**config.mk**
```make
export PLATFORM = sky130hd
export DESIGN_NAME = lsb_first_radix64_codec_core
export DESIGN_NICKNAME = d
export VERILOG_FILES = /design/src/hw/rtl/lr64c_pkg.sv /design/src/hw/rtl/lsb_first_radix64_codec_core.sv
export SDC_FILE = /design/constraint.sdc
export NUM_CORES = 1
export LEC_CHECK = 0
export BUFFER_PORTS_ARGS = -buffer_cell sky130_fd_sc_hd__buf_4
export CORE_UTILIZATION = 56
export CTS_BUF_LIST = sky130_fd_sc_hd__clkbuf_4 sky130_fd_sc_hd__clkbuf_8
export DETAILED_ROUTE_END_ITERATION = 10
export PLACE_DENSITY = 0.79
export SYNTH_ARGS = -nofsm -noshare
export SYNTH_HDL_FRONTEND = slang
export SYNTH_SLANG_ARGS = --single-unit
```
**constraint.sdc**
```tcl
create_clock -name clock -period 4.9 [get_ports clock]
set_input_delay 0.98 -clock clock [delete_from_list [all_inputs] [get_ports clock]]
set_output_delay 0.98 -clock clock [all_outputs]
set_load 0.02 [all_outputs]
```
**src/hw/rtl/lr64c_pkg.sv**
```systemverilog
// Shared types, constants and alphabet functions of the LSB-first radix-64 codec.
package lr64c_pkg;

   // Emitted-count width: default and port width.
   localparam int CountWidthDefault = 32;
   localparam int CountPortWidth    = 32;

   // Result queue: deep enough for one item's worst case on top of one waiting entry.
   localparam int MaxResults    = 3;
   localparam int FifoDepth     = 4;
   localparam int FifoPtrWidth  = $clog2(FifoDepth);
   localparam int FifoFillWidth = $clog2(FifoDepth + 1);
   localparam int ResCountWidth = $clog2(MaxResults + 1);

   // Widths of the stream payloads.
   localparam int ReqDataWidth = 8;
   localparam int RspDataWidth = 48;

   // Result kinds.
   localparam logic KindData   = 1'b0;
   localparam logic KindStatus = 1'b1;

   // Direction register codes.
   localparam logic DirDecode = 1'b0;
   localparam logic DirEncode = 1'b1;

   // Register index of the direction register.
   localparam logic RegDirection = 1'b0;

   // Alphabet boundaries in value space.
   localparam logic [5:0] ValUpperStart = 6'h0A;
   localparam logic [5:0] ValLowerStart = 6'h24;
   localparam logic [5:0] ValPlus       = 6'h3E;
   localparam logic [5:0] ValSlash      = 6'h3F;
   localparam logic [7:0] InvalidCode   = 8'hFF;

   // ASCII characters of the alphabet.
   localparam logic [7:0] CharDigit0 = 8'h30;
   localparam logic [7:0] CharDigit9 = 8'h39;
   localparam logic [7:0] CharUpperA = 8'h41;
   localparam logic [7:0] CharUpperZ = 8'h5A;
   localparam logic [7:0] CharLowerA = 8'h61;
   localparam logic [7:0] CharLowerZ = 8'h7A;
   localparam logic [7:0] CharPlus   = 8'h2B;
   localparam logic [7:0] CharSlash  = 8'h2F;

   // One queued result, apart from its count.
   typedef struct packed {
      logic       kind;
      logic [7:0] out_byte;
      logic       halted;
      logic       run_last;
   } rsp_entry_type;

   // Maps a 6-bit value to its character.
   function automatic logic [7:0] value_to_char(input logic [5:0] v);
      logic [7:0] c;
      priority if (v < ValUpperStart) begin
         c = CharDigit0 + {2'b00, v};
      end else if (v < ValLowerStart) begin
         c = CharUpperA + {2'b00, v - ValUpperStart};
      end else if (v < ValPlus) begin
         c = CharLowerA + {2'b00, v - ValLowerStart};
      end else if (v == ValPlus) begin
         c = CharPlus;
      end else begin
         c = CharSlash;
      end
      return c;
   endfunction

   // Maps a character to its value, or InvalidCode outside the alphabet.
   function automatic logic [7:0] char_to_value(input logic [7:0] c);
      logic [7:0] v;
      priority if (c >= CharDigit0 && c <= CharDigit9) begin
         v = c - CharDigit0;
      end else if (c >= CharUpperA && c <= CharUpperZ) begin
         v = c - CharUpperA + {2'b00, ValUpperStart};
      end else if (c >= CharLowerA && c <= CharLowerZ) begin
         v = c - CharLowerA + {2'b00, ValLowerStart};
      end else if (c == CharPlus) begin
         v = {2'b00, ValPlus};
      end else if (c == CharSlash) begin
         v = {2'b00, ValSlash};
      end else begin
         v = InvalidCode;
      end
      return v;
   endfunction

endpackage

```
**src/hw/rtl/lsb_first_radix64_codec_core.sv**
```systemverilog
// Top level of the LSB-first radix-64 codec: input register, codec step and result queue.
// A transaction accepted on req waits in the input register until the queue can take its worst case;
// it is then written to the result queue, and its first result is offered on rsp from the queue head.
// Throughput: set by the one-result-per-cycle output port while rsp_tready is high; an item gives
// up to three results, and a new item moves on while at most one earlier result waits in the queue.
// Reset clears the direction (decode), the message state, the input register and the queue.
module lsb_first_radix64_codec_core #(
   parameter int COUNT_WIDTH = lr64c_pkg::CountWidthDefault
) (
   input  logic        clock,
   input  logic        reset,
   // Input stream
   input  logic        req_tvalid,
   output logic        req_tready,
   input  logic [lr64c_pkg::ReqDataWidth-1:0] req_tdata,  // [7:0] in_byte
   input  logic        req_tlast,                         // last_of_message
   // Result stream
   output logic        rsp_tvalid,
   input  logic        rsp_tready,
   output logic [lr64c_pkg::RspDataWidth-1:0] rsp_tdata,  // [7:0] out_byte,
                                                          // [39:8] written_count,
                                                          // [40] halted, [47:41] zero
   output logic        rsp_tuser,                         // kind
   output logic        rsp_tlast,                         // run_last
   // Configuration port
   input  logic        csr_psel,
   input  logic        csr_penable,
   input  logic        csr_pwrite,
   input  logic [2:0]  csr_paddr,
   input  logic [31:0] csr_pwdata,
   output logic [31:0] csr_prdata,
   output logic        csr_pready
);

   localparam int PtrW  = lr64c_pkg::FifoPtrWidth;
   localparam int FillW = lr64c_pkg::FifoFillWidth;
   localparam int NW    = lr64c_pkg::ResCountWidth;
   localparam int MaxR  = lr64c_pkg::MaxResults;

   // Configuration and message state. The accumulator never holds more than six bits
   // between transactions, so six bits of storage and a three-bit count suffice.
   logic                   dir_ff;
   logic [5:0]             acc_ff, acc_in;
   logic [2:0]             held_ff, held_in;
   logic                   stopped_ff, stopped_in;
   logic [COUNT_WIDTH-1:0] total_ff, total_in;

   // Input register.
   logic       in_valid_ff;
   logic [7:0] in_byte_ff;
   logic       in_last_ff;

   // Result queue.
   lr64c_pkg::rsp_entry_type fifo_ff [lr64c_pkg::FifoDepth];
   logic [COUNT_WIDTH-1:0]   fifo_cnt_ff [lr64c_pkg::FifoDepth];
   logic [PtrW-1:0]          wr_ptr_ff, rd_ptr_ff;
   logic [FillW-1:0]         fill_ff, fill_in;

   // Step outputs.
   lr64c_pkg::rsp_entry_type res [MaxR];
   logic [COUNT_WIDTH-1:0]   res_cnt [MaxR];
   logic [NW-1:0]            n_res;

   logic csr_write, dir_write, consume, pop;
   logic [FillW-1:0] push_n;

   // APB: always ready; a write to any address other than the direction register is dropped.
   assign csr_pready = 1'b1;
   assign csr_write  = csr_psel & csr_penable & csr_pwrite & csr_pready;
   assign dir_write  = csr_write && (csr_paddr[2] == lr64c_pkg::RegDirection);
   assign csr_prdata = (csr_paddr[2] == lr64c_pkg::RegDirection) ? 32'(dir_ff) : 32'd0;

   // The held transaction moves on only when the queue can take its worst case, which keeps
   // the ready path free of rsp_tready.
   assign consume    = in_valid_ff &&
                       (fill_ff <= FillW'(lr64c_pkg::FifoDepth - MaxR));
   assign req_tready = !in_valid_ff || consume;

   assign rsp_tvalid = (fill_ff != '0);
   assign pop        = rsp_tvalid && rsp_tready;

   // Codec step: one transaction against the message state.
   always_comb begin
      logic [11:0]        enc_bits, dec_bits;
      logic [3:0]         enc_held, dec_held;
      logic [7:0]         cval;
      logic [7:0]         data_bytes [MaxR];
      logic [NW-1:0]      n_data;
      logic [COUNT_WIDTH:0] sum;
      logic [COUNT_WIDTH-1:0] total_sat;

      acc_in     = acc_ff;
      held_in    = held_ff;
      stopped_in = stopped_ff;
      n_data     = '0;
      for (int k = 0; k < MaxR; k++) begin
         data_bytes[k] = '0;
      end

      // New group ORed in above the bits already held.
      enc_bits = ({4'b0000, in_byte_ff} << held_ff) | {6'b000000, acc_ff};
      enc_held = {1'b0, held_ff} + 4'd8;
      cval     = lr64c_pkg::char_to_value(in_byte_ff);
      dec_bits = ({6'b000000, cval[5:0]} << held_ff) | {6'b000000, acc_ff};
      dec_held = {1'b0, held_ff} + 4'd6;

      if (dir_ff == lr64c_pkg::DirEncode) begin
         // Eight, ten or twelve bits are held now: always one character, a second one
         // when twelve are held or when the residue is flushed at the end of the message.
         data_bytes[0] = lr64c_pkg::value_to_char(enc_bits[5:0]);
         data_bytes[1] = lr64c_pkg::value_to_char(enc_bits[11:6]);
         if (enc_held == 4'd12) begin
            n_data  = NW'(2);
            acc_in  = '0;
            held_in = '0;
         end else begin
            acc_in  = enc_bits[11:6];
            held_in = 3'(enc_held - 4'd6);
            n_data  = in_last_ff ? NW'(2) : NW'(1);
         end
      end else if (!stopped_ff) begin
         if (cval == lr64c_pkg::InvalidCode) begin
            stopped_in = 1'b1;
         end else if (dec_held >= 4'd8) begin
            data_bytes[0] = dec_bits[7:0];
            n_data        = NW'(1);
            acc_in        = 6'(dec_bits[11:8]);
            held_in       = 3'(dec_held - 4'd8);
         end else begin
            acc_in  = dec_bits[5:0];
            held_in = 3'(dec_held);
         end
      end

      // Saturating message count.
      sum       = {1'b0, total_ff} + (COUNT_WIDTH+1)'(n_data);
      total_sat = sum[COUNT_WIDTH] ? '1 : sum[COUNT_WIDTH-1:0];
      total_in  = total_sat;

      // Data results first, then the status result on the last transaction of a message.
      for (int k = 0; k < MaxR; k++) begin
         res[k]     = '0;
         res_cnt[k] = '0;
         if (NW'(k) < n_data) begin
            res[k].kind     = lr64c_pkg::KindData;
            res[k].out_byte = data_bytes[k];
         end else if (NW'(k) == n_data && in_last_ff) begin
            res[k].kind   = lr64c_pkg::KindStatus;
            res[k].halted = stopped_in;
            res_cnt[k]    = total_sat;
         end
      end
      n_res = n_data + NW'(in_last_ff);
      for (int k = 0; k < MaxR; k++) begin
         if (NW'(k + 1) == n_res) begin
            res[k].run_last = 1'b1;
         end
      end

      if (in_last_ff) begin
         acc_in     = '0;
         held_in    = '0;
         stopped_in = 1'b0;
         total_in   = '0;
      end
   end

   assign push_n  = consume ? FillW'(n_res) : '0;
   assign fill_in = fill_ff + push_n - FillW'(pop);

   // Input register control.
   always_ff @(posedge clock) begin
      if (reset) begin
         in_valid_ff <= 1'b0;
      end else if (req_tready) begin
         in_valid_ff <= req_tvalid;
      end
   end

   // Input register payload.
   always_ff @(posedge clock) begin
      if (req_tvalid && req_tready) begin
         in_byte_ff <= req_tdata[7:0];
         in_last_ff <= req_tlast;
      end
   end

   // Direction and message state. Any direction write abandons the message in progress.
   always_ff @(posedge clock) begin
      if (reset) begin
         dir_ff     <= lr64c_pkg::DirDecode;
         acc_ff     <= '0;
         held_ff    <= '0;
         stopped_ff <= 1'b0;
         total_ff   <= '0;
      end else if (dir_write) begin
         dir_ff     <= csr_pwdata[0];
         acc_ff     <= '0;
         held_ff    <= '0;
         stopped_ff <= 1'b0;
         total_ff   <= '0;
      end else if (consume) begin
         acc_ff     <= acc_in;
         held_ff    <= held_in;
         stopped_ff <= stopped_in;
         total_ff   <= total_in;
      end
   end

   // Queue pointers and fill level.
   always_ff @(posedge clock) begin
      if (reset) begin
         wr_ptr_ff <= '0;
         rd_ptr_ff <= '0;
         fill_ff   <= '0;
      end else begin
         wr_ptr_ff <= wr_ptr_ff + PtrW'(push_n);
         rd_ptr_ff <= rd_ptr_ff + PtrW'(pop);
         fill_ff   <= fill_in;
      end
   end

   // Queue entries: up to three consecutive slots written at once.
   always_ff @(posedge clock) begin
      for (int k = 0; k < MaxR; k++) begin
         if (consume && (NW'(k) < n_res)) begin
            fifo_ff[wr_ptr_ff + PtrW'(k)]     <= res[k];
            fifo_cnt_ff[wr_ptr_ff + PtrW'(k)] <= res_cnt[k];
         end
      end
   end

   // Head of the queue drives the result stream.
   assign rsp_tuser = fifo_ff[rd_ptr_ff].kind;
   assign rsp_tlast = fifo_ff[rd_ptr_ff].run_last;
   assign rsp_tdata = {7'b0000000,
                       fifo_ff[rd_ptr_ff].halted,
                       lr64c_pkg::CountPortWidth'(fifo_cnt_ff[rd_ptr_ff]),
                       fifo_ff[rd_ptr_ff].out_byte};

   // The queue never holds more than its depth.
   a_fill_bound: assert property (@(posedge clock) disable iff (reset)
      fill_ff <= FillW'(lr64c_pkg::FifoDepth))
      else $error("result queue overfilled");

   // A status result always closes the run of results of its transaction.
   a_status_closes: assert property (@(posedge clock) disable iff (reset)
      rsp_tvalid && (rsp_tuser == lr64c_pkg::KindStatus) |-> rsp_tlast)
      else $error("status result without run_last");

   // Data results carry no count.
   a_data_no_count: assert property (@(posedge clock) disable iff (reset)
      rsp_tvalid && (rsp_tuser == lr64c_pkg::KindData) |-> fifo_cnt_ff[rd_ptr_ff] == '0)
      else $error("data result with non-zero count");

   // A held transaction that cannot move on stays put.
   a_input_hold: assert property (@(posedge clock) disable iff (reset)
      in_valid_ff && !consume |=> in_valid_ff && $stable(in_byte_ff) && $stable(in_last_ff))
      else $error("held transaction lost or changed");

endmodule

```
; ---- Yosys cells after proc, flatten, opt, wreduce, memory -nomap -nowiden
; Memory sizes are Yosys's and may differ from the RTL's. A register that Yosys moved wholly into a read port is not among the register bits.
; Index checks and enable logic that the tools add are counted.
[totals]
rom_bits = 0
output_inout_bits = 85
latch_bits = 0
regBits = 60
memories = 2
input_bits = 51
mem_bits_rw = 172
[op_classes]
n_bitwise = 5
n_div = 0
eq_ne = 13
mul = 0
order_cmp = 20
mux = 75
n_addsub = 27
reduce_logical = 19
shift = 2
[memory_table]
columns = name, words, width, rd, rd_ports_with_merged_regs, write_ports, line
row1 = fifo_cnt_ff, 4, 32, 1, 1, 3, lsb_first_radix64_codec_core.sv:55  ; logic [COUNT_WIDTH-1:0] fifo_cnt_ff [lr64c_pkg::FifoDepth];
row2 = fifo_ff, 4, 11, 1, 1, 3, lsb_first_radix64_codec_core.sv:54  ; lr64c_pkg::rsp_entry_type fifo_ff [lr64c_pkg::FifoDepth];
[op_table]
columns = op, n
row1 = $mux W32, 8
row2 = $mux W8, 18
row3 = $mux W6, 6
row4 = $add A32 B2 Y33, 1
row5 = $add A7 B6 Y8 const A, 4
row6 = $mux W1, 29
row7 = $lt A6 B6 Y1 const B, 4
row8 = $mux W3, 8
row9 = $or A12 B6 Y12, 2
row10 = $eq A8 B6 Y1 const B, 2
row11 = $ge A8 B7 Y1 const B, 2
row12 = $le A8 B7 Y1 const B, 2
row13 = $sub A8 B7 Y8 const B, 2
row14 = $add A6 B6 Y7 const A, 2
row15 = $logic_and A1 B1 Y1, 13
row16 = $eq A6 B6 Y1 const B, 2
row17 = $lt A6 B4 Y1 const B, 2
row18 = $mux W2, 6
row19 = $shl A6 B3 Y12, 1
row20 = $shl A8 B3 Y12, 1
row21 = $sub A6 B4 Y6 const B, 2
row22 = $sub A6 B6 Y6 const B, 2
row23 = $add A8 B4 Y8 const B, 1
row24 = $add A8 B6 Y8 const B, 1
row25 = other kinds (31), 40

; ---- Longest topological paths before layout
[depth]
word_depth = 15
mapped_depth = 19

; ---- Worst setup path before layout
; Ideal clock, no wire load.
[synth_timing]
kind = reg2reg
from = reg in_byte_ff[1]
to = mem fifo_cnt_ff[0][0] (netlist bit), enable pin
t_arrival_ps = 5003
synth_period_minus_slack_ps = 5396
setup_ps = 393
setup_slack_ps = -496
path_buffers = 2
path_stages_with_launch = 15
cell_sequence = edfxtp_1 > clkbuf_1 > inv_1 > ha_1 > or4b_4 > a311oi_2 > o22ai_1 > o21ai_0 > clkbuf_1 > nand2_1 > ha_1 > xnor2_1 > a2111oi_0 > nor2_1 > nand2_1
[synth_lines]
columns = item, line
row1 = start: declaration, lsb_first_radix64_codec_core.sv:50  ; logic [7:0] in_byte_ff;
row2 = start signal: assignment, lsb_first_radix64_codec_core.sv:183  ; in_byte_ff <= req_tdata[7:0];
row3 = end: declaration, lsb_first_radix64_codec_core.sv:55

==> flow_summary.yaml <==
detailed_routing:
  drc: 0
  vias: 10920
  avgRoutedWirePerCell_um: 19.56
  drt_pre_antenna_iters: 5
  drt_iter0_markers: 951
  drtAntennaViolNets: 0
  finalWirelength_um: 34600
  vias_per_cell: 6.173
critical_path:
  slowest_delay_ns: 0.52
  worstPathCellList: "inv_1 > ha_1 > or4b_4 > a311oi_4 > o22ai_1 > o21ai_0 > nand2_1 > ha_1 > xnor2_1 > nor2_1 > clkinv_1 > nor3_4 > o21ai_0 > a21oi_2 > buf_12 > nor2_1"
  endpoint_kind: "register"
  cp_slowest_cell: "or4b_4"
  reg2reg_from: "in_byte_ff[0]"
  critical_path_class: "register to register"
  start_kind: "register"
  worst_r2r_path_depth: 16
  worstPathMaxFanout: 34
  cp.arrival_ns: 4.91
  cp_data_required_time_ns: 5.18
  reg2reg_setup_slack_ns: 0.26
  r2r-end: "fifo_cnt_ff[1][17]"
clock_network:
  cts_hold_buf: 0
  cts_buffer_depth: 3
  clk_latency_ns: 0.54
  cts-root-buf: "clkbuf_8"
  h-tree-depth: 2
  cts_tree: "built"
  clock_sinks: 231
  cts_setup_buffers: 0
  numCtsBuffers: 39
  post_cts_resized: 0
  cts.reportedPaths.clkPinSlew_ns: 0.06
global_route:
  grt_pass1_vias: 10430
  overflow: 0
  grtUsageTotal: 0.2853
  antenna_found_initial: 0
  grt_pass1_wl_um: 54240
  grt_max_degree: 40
cells_and_area:
  layout_commonest_cell: "nor2_1"
  drive_above_1_share: 0.2048
  n_fill_cell: 1849
  nets: 1519
  layout_common_cells: "250 x nor2_1, 149 x edfxtp_1, 136 x buf_4, 81 x nand2_1, 80 x dfxtp_1"
  post-route-util: 0.6532
  n_antenna_cell: 0
  fin_cells: 1769
  syn2layout_area_growth_pct: 14.90
place:
  finalWeightedCongestion: 0.9523
  dp_hpwl_um: 23540
  dp_cells: 1697
  io_buffers: 63
synth:
  yosysSeqAreaShare: 0.4597
  synthFlopType: "edfxtp_1"
  synth.avg_cell_area_um2: 10.18
  yosysWarnings: 0
  synth_cell_types: 84
  async_flop_share: 0
  synthesis.area_um2: 13310
  synth-seq-cells: 231
  synth_edf_count: 149
  synth_cells: 1307
sta:
  worst_slew_pin_slew_ns: 1.103
  slew_violations: 0
  rsz0062_at_grt: "no"
  setup_viol_count_final: 0
  finClkSkew_ns: 0.01285
  maxSlewHeadroom: 0.2593
  period_share: 0.9459
  hold_ws_ns: 0.4644
  fmax_mhz: 215.7
  finalCriticalPeriod_ns: 4.635
  hold_violations: 0
floorplan:
  rows: 56
  fp.dieW_um: 156.1
  ioPinCount: 136
  core_um2: 23400
  start_util: 0.5685
  die_h_um: 156.1
  dieArea_um2: 24380
power:
  finalPower_uw: 5980
  power.density_nw_per_um2: 391.2
  p_leak_uw: 0.005612
  vdd_ir_drop_max_v: 0.0002176
min_path:
  min_path_type: "register to register"
  min_from: "fifo_ff[1][3]"
  hold_path_end: "fifo_ff[1][3]"
  whs_path_depth: 2
status:
  outcome: "completed"
run:
  cap_violations: 0
## per-layer routing
layer | track usage | share of wire | vias up
met5 | 0 | 0 | -
met4 | 0.1410 | 0.042 | 0
met3 | 0.04389 | 0.089 | 112
met2 | 0.4836 | 0.49 | 580
met1 | 0.3551 | 0.38 | 5216
li1 | - | - | 5012
## how the worst max path moves through the flow
stage | startpoint | to | cells past startpoint
final | in_byte_ff[0] | fifo_cnt_ff[1][17] | 16
after global routing | in_byte_ff[0] | fill_ff[2] | 16
after CTS | in_byte_ff[5] | fifo_cnt_ff[1][30] | 16
after detailed placement | in_byte_ff[0] | fifo_cnt_ff[1][30] | 16
after global placement | in_byte_ff[5] | fifo_cnt_ff[1][30] | 16
after floorplan | in_byte_ff[1] | fifo_cnt_ff[0][0] | 14
## cell usage after synthesis, types with 8 or more instances
cell type  number  area [µm²]
nor2_1        252       945.9
edfxtp_1      149        4474
nand2_1        84       315.3
dfxtp_1        82        1642
a21oi_1        52       260.3
ha_1           47       588.1
mux4_2         45        1013
clkbuf_1       43       161.4
o21ai_0        42       210.2
inv_1          41       153.9
buf_4          39       292.8
xnor2_1        36       315.3
a2bb2oi_1      29       254.0
nand3_1        28       140.1
a22oi_1        26       195.2
nor3_1         25       125.1
buf_2          16       80.08
o211ai_1       16       120.1
nand4_1        14       87.58
and3_1         11       68.82
xor2_1         11       96.34
a21o_1         10       75.07
a31oi_1        10       62.56
mux2i_1        10       100.1
nor2b_1        10       62.56
a211oi_1        9       67.56
buf_1           9       33.78
o22ai_1         9       56.30
a221oi_1        8       70.07
## flip-flops by register name (all words and copies together), names as in the netlist, 2 cells and up
register / count
fifo_cnt_ff: 128
fifo_ff: 44
total_ff: 32
in_byte_ff: 8
acc_ff: 6
fill_ff: 3
held_ff: 2
rd_ptr_ff: 2
wr_ptr_ff: 2
## where the power goes
part | internal (µW) | switching [µW]
Sequential | 2180 | 123
Combinational | 810 | 1110
Clock | 986 | 775
## cells by family after synthesis
logic type               synth area share
other                           0.0005644
XOR/XNOR                          0.03094
adder cells (fa/ha/maj)           0.04721
flip-flops                         0.4597
multiplexers                      0.08811
AO/OA/AOI/OAI                      0.1586
AND/OR/NAND/NOR                    0.1581
buffers and inverters             0.05680
## layout make-up
cell class                      instances  area (µm²)  area share
Multi-Input combinational cell        958        6640      0.4344
Sequential cell                       231        6118      0.4002
Timing Repair Buffer                  142        1141     0.07464
Clock buffer                           63       760.7     0.04976
Tap cell                              319       399.1     0.02611
Inverter                               47       180.2     0.01179
Clock inverter                          9       47.55    0.003110
## metrics by stage
stage | setup slack [ns] | setup TNS, ns | area, µm²
global route | 0.05578 | 0 | 15290
finish | 0.2649 | 0 | 15290
CTS | 0.2334 | 0 | 15260
global placement | 0.4104 | 0 | 14460
floorplan | -0.1357 | -4.750 | 13470
detailed placement | 0.2981 | 0 | 14460
## worst max-delay path: cells and delay by family, from the launching register on
kind / cells / cell delay [ns]
simple gates: 5 / 1.37
fa+ha+maj: 2 / 0.45
compound gates: 5 / 1.25
xor+xnor: 1 / 0.15
buf+inv: 3 / 0.71
flops: 1 / 0.44
(Power assumes the default switching activity.)
